`src/sv/bvt_pkg.sv`:
```
// Package for the bounding volume pair test: widths, test codes and the
// pipeline control bundle. No dependencies; used by all files but bvt_rsp_if.
package bvt_pkg;

   // port field widths
   localparam int TYPE_W   = 3;
   localparam int CENTER_W = 32;
   localparam int EXTENT_W = 31;

   // coordinate width used by the datapath (8..32); low bits of each field
   localparam int COORD_BITS = 32;
   localparam int EXT_BITS   = COORD_BITS - 1;
   localparam int SQ_W       = 2 * COORD_BITS;
   localparam int SUM_W      = SQ_W + 1;

   // register stages from input to the response register
   localparam int NUM_STAGES = 6;

   typedef enum logic [TYPE_W-1:0] {
      TEST_BOX_OVERLAP        = 3'd0,
      TEST_CIRCLE_OVERLAP     = 3'd1,
      TEST_BOX_CIRCLE_OVERLAP = 3'd2,
      TEST_BOX_CONTAIN        = 3'd3,
      TEST_CIRCLE_CONTAIN     = 3'd4,
      TEST_BOX_HOLDS_CIRCLE   = 3'd5,
      TEST_CIRCLE_HOLDS_BOX   = 3'd6
   } test_type;

   typedef struct packed {
      logic [NUM_STAGES-1:0] valid;
      logic [NUM_STAGES-1:0] advance;
   } pipe_ctrl_type;

endpackage

```
`src/sv/bvt_pipe_ctrl.sv`:
```
// Valid bits and per-stage load enables for the test pipeline.
// Depends on bvt_pkg; a stage loads when it is empty or the next one loads.
module bvt_pipe_ctrl (
   input  logic                   clock,
   input  logic                   reset,
   input  logic                   in_valid,
   input  logic                   out_ready,
   output bvt_pkg::pipe_ctrl_type ctrl
);

   logic [bvt_pkg::NUM_STAGES-1:0] valid_ff;
   logic [bvt_pkg::NUM_STAGES-1:0] valid_in;
   logic [bvt_pkg::NUM_STAGES-1:0] advance;

   // ripple the load enables back from the response register
   always_comb begin
      advance[bvt_pkg::NUM_STAGES-1] = !valid_ff[bvt_pkg::NUM_STAGES-1] || out_ready;
      for (int k = bvt_pkg::NUM_STAGES - 2; k >= 0; k--) begin
         advance[k] = !valid_ff[k] || advance[k+1];
      end
   end

   // move valid bits along with the data
   always_comb begin
      valid_in[0] = advance[0] ? in_valid : valid_ff[0];
      for (int k = 1; k < bvt_pkg::NUM_STAGES; k++) begin
         valid_in[k] = advance[k] ? valid_ff[k-1] : valid_ff[k];
      end
   end

   always_ff @(posedge clock) begin
      if (reset) begin
         valid_ff <= '0;
      end else begin
         valid_ff <= valid_in;
      end
   end

   assign ctrl.valid   = valid_ff;
   assign ctrl.advance = advance;

   // a stalled stage keeps its transaction
   for (genvar g = 0; g < bvt_pkg::NUM_STAGES; g++) begin : g_hold
      a_hold: assert property (@(posedge clock) disable iff (reset)
         valid_ff[g] && !advance[g] |=> valid_ff[g])
         else $error("stalled stage %0d dropped its transaction", g);
   end

   // an accepted request lands in the first stage
   a_enter: assert property (@(posedge clock) disable iff (reset)
      in_valid && advance[0] |=> valid_ff[0])
      else $error("accepted request did not enter the pipeline");

   // a full pipeline with a stalled output refuses requests
   a_full_stall: assert property (@(posedge clock) disable iff (reset)
      (&valid_ff) && !out_ready |-> !advance[0])
      else $error("full pipeline accepted a request while stalled");

endmodule

```
`config.mk`:
```
export PLATFORM = sky130hd
export DESIGN_NAME = bvt_pipe_ctrl
export DESIGN_NICKNAME = d
export VERILOG_FILES = /design/src/sv/bvt_pkg.sv /design/src/sv/bvt_pipe_ctrl.sv
export SDC_FILE = /design/constraint.sdc
export NUM_CORES = 1
export LEC_CHECK = 0
export BUFFER_PORTS_ARGS = -buffer_cell sky130_fd_sc_hd__buf_4
export CAP_MARGIN = 30
export CORE_AREA = 4 4 41 43
export DETAILED_ROUTE_END_ITERATION = 8
export DIE_AREA = 0 0 45 47
export PLACE_DENSITY = 0.49
export REMOVE_ABC_BUFFERS = 1
export SKIP_LAST_GASP = 1
export SYNTH_ARGS = -nofsm -noshare
export SYNTH_HDL_FRONTEND = slang
export SYNTH_SLANG_ARGS = --single-unit
```
`constraint.sdc`:
```
create_clock -name clock -period 1.3 [get_ports clock]
set_input_delay 0 -clock clock [delete_from_list [all_inputs] [get_ports clock]]
set_output_delay 0 -clock clock [all_outputs]
set_load 0.005 [all_outputs]
```
=== Yosys cells after proc, flatten, opt, wreduce, memory -nomap -nowiden ===
Cells that the tools add are included.

* Reductions and logical operators: 12

{| class="wikitable"
|+ Operators by type and width
! kind !! count
|-
| $logic_not 1->1 || 6
|-
| $logic_or 1x1->1 || 6
|}

* Word-level logic and storage cells: 18
* Input port bits: 4
* Flip-flop bits (word level): 6

=== Logic depth before layout (Yosys ltp) ===
* Depth after elaboration: 7
* Depth in mapped cells: 4

=== Least setup slack after synthesis ===
Ideal clock, no wire load.

* Kind: register to register
* From: reg valid_ff[5] in the netlist's numbering
* To: reg valid_ff[0] in the netlist's numbering
* Cell stages (with the launch flop): 5
* Period minus slack after synthesis: 976 ps
* Arrival time: 907 ps
* Setup slack: 324 ps
* Path through: dfxtp_1 > and4b_1 > buf_4 > nand4_2 > a21oi_1

{| class="wikitable"
|+ RTL lines
! element !! line !! text
|-
| start: declaration || bvt_pipe_ctrl.sv:11 || <nowiki>logic [bvt_pkg::NUM_STAGES-1:0] valid_ff;</nowiki>
|-
| start signal: assignment || bvt_pipe_ctrl.sv:35 || <nowiki>valid_ff <= valid_in;</nowiki>
|}

==> results.tsv <==
stage	metric	value	unit
setup_path	worstSetupPathType	reg -> out	
timing	worst_slack	106	ps
layout	layout.nets	51	
routing	dr_total_vias	247	
yosys	synth_top_area_share	53.0	%
placement	gp_congestion	0.642	
layout	top_register	valid_ff	
timing	setup_viol	0	
clock_tree	cts.sink_count	6	
clock_tree	root_buffer	clkbuf_4	
power_and_ir_drop	p_per_area	992	nW/um2
grt	grt_usage	6.58	%
setup_path	crit_path_cell_trace	and4b_2 > nand4_2 > buf_4	
floorplan	fp-row-count	13	
timing	period_needed	1190	ps
layout	nFillCells	155	
layout	reg.largest.list	valid_ff x6	
floorplan	initial_utilization	17.4	%
setup_path	required	1300	ps
clock_tree	cts_max_level	1	
setup_path	start_kind	flip-flop	
routing	drt_iter0_drc	2	
clock_tree	clk_path_buf_depth	2	
floorplan	dieArea	2120	um2
routing	ant_nets	0	
yosys	ys_top_cells_by_area	dfxtp_1 53%, a21oi_1 11%, inv_1 8.3%	
placement	dp_slack	252	ps
timing	grt_setup_unrepaired	no	
routing	wl	586	um
timing	finalHoldViolCount	0	
timing	tightest_slew	210	ps
layout	fin_area	394	um2
grt	antenna_found_initial	0	
yosys	yosysUniqueCellTypes	11	
yosys	synth_most_common_cell	dfxtp_1	
timing	drv_slew	0	
clock_tree	clkTransAtPathRegs	40	ps
yosys	yosysSeqAreaShare	53.0	%
setup_path	arrival	1190	ps
timing	min_period_over_period	91.8	%
yosys	yosysWarnings	0	
floorplan	die_y	47	um
layout	antenna_cells	0	
setup_path	cp.buffers_inverters	1	
min_path	hold_path_class	in -> reg	
clock_tree	cts_tree	done	
placement	buffer_ports.inserted	15	
yosys	syn_area	226	um2
yosys	ys.flop_type	dfxtp_1	
floorplan	core-area	1300	um2
setup_path	cpLargestDelayFamily	simple AND/OR/NAND/NOR gates	
power_and_ir_drop	finalPower	0.391	mW
clock_tree	post_cts_buffers	0	
yosys	synth_cells	26	
timing	clock.fmax	0.838	GHz
clock_tree	insertion_delay	240	ps
setup_path	critPathCaptureType	primary output	
placement	place_area	350	um2
run_status	status	completed	
yosys	synth-edff-count	0	
routing	routed_via_density	4.12	
grt	grt_first_pass_wirelength	945	um
layout	area_delta_synth_final	74.0	%
power_and_ir_drop	ir_drop	0.000347	V
clock_tree	cts_buffers	3	
layout	drive_gt1_share	46.7	%
timing	relSlewSlack	86.0	%
grt	grt_overflow	0	
min_path	hold-path-cell-count	3	
grt	grt_pass1_vias	244	
yosys	ys_ff_latch	6	
setup_path	cp_max_fo	6	
run	cap_violations	0	
setup_path	reg2reg_depth	3	
setup_path	cp_slowest_cell	dfxtp_1	
routing	wl_per_cell	9.77	um
floorplan	die_x	45	um
setup_path	cpPeakStageDelay	350	ps
routing	drt_pass1_iterations	4	
yosys	synth_top_cells_by_count	6 x dfxtp_1, 5 x a21oi_1, 5 x inv_1	
yosys	synth_area_leader_cell	dfxtp_1	
floorplan	pin_count	16	
timing	fin_tns_setup	0	ps
power_and_ir_drop	p_leak	0.179	nW
routing	drcViolationCount	0	
grt	grt_start_max_net_pins	7	
timing	fin_skew	2.76	ps
yosys	async_flop_share	0	%
yosys	avgSynthCellArea	8.71	um2
layout	largest_reg_flops	6	
setup_path	crit_cells	3	
-- what timing repair did --
item / 4_1_cts / 5_1_grt
endpoints found under the hold margin: 6 / 0
resized for setup: 0 / 1
setup endpoints to repair: 0 / 2
hold buffers: 2 / 0
-- placed cells by master, fill, tap and decap left out --
master         instances
and4b_2                1
inv_1                  5
nand2_1                1
dfxtp_1                6
nand4_2                1
buf_4                 15
dlygate4sd3_1          2
or2_2                  1
nor2_1                 3
a21oi_1                5
clkbuf_4               3
nand3_1                1
nand2b_1               1
-- final timing paths --
kind / start / slack [ps] / end
min reg2reg: valid_ff[3] / 460 / valid_ff[4]
max: valid_ff[5] / 110 / ctrl[0]
max reg2reg: valid_ff[5] / 290 / valid_ff[0]
min: out_ready / 90 / valid_ff[5]
-- report_power, final --
part / internal, mW / total [mW] / switching, mW
Sequential: 0.189 / 0.194 / 0.00499
Combinational: 0.0183 / 0.0277 / 0.00943
Clock: 0.104 / 0.169 / 0.0647
-- cells by family after synthesis --
kind of cell / count (synthesis) / share of synthesized area, %
compound gates: 5 / 11.0
buf+inv: 6 / 11.6
simple gates: 9 / 24.3
flops: 6 / 53.0
-- through the flow --
| stage | cells | util (%) | hold WS, ps |
|---|---|---|---|
| after global placement | 55 | 26.9 | 219 |
| after floorplan | 25 | - | 69.1 |
| after global routing | 60 | 30.3 | 103 |
| final | 60 | 30.3 | 85.4 |
| after CTS | 60 | 30.2 | 82.4 |
| after detailed placement | 55 | 26.9 | 220 |
-- worst register-to-register path, delay by kind of cell, from the launching register on --
kind               cells  cell delay [ps]
and+or+nand+nor        2              450
DFF                    1              350
AOI/OAI and AO/OA      1              150
-- per-layer routing --
| metal | vias up | wire length (um) | track usage [%] |
|---|---|---|---|
| met4 | 0 | 0 | 5.26 |
| met1 | 111 | 269 | 7.11 |
| met5 | - | 0 | 0 |
| met3 | 0 | 55 | 3.45 |
| li1 | 123 | - | - |
| met2 | 13 | 261 | 9.60 |
-- cell type report --
class / instances / area (um2) / share of cell area (%)
clock buffers: 3 / 22.5 / 5.71
inverters: 5 / 18.8 / 4.76
multi-input cells: 14 / 81.3 / 20.6
flip-flops and latches: 6 / 120 / 30.5
well taps: 15 / 18.8 / 4.76
repair buffers: 17 / 133 / 33.7
Power figures use the tool's default switching activity.
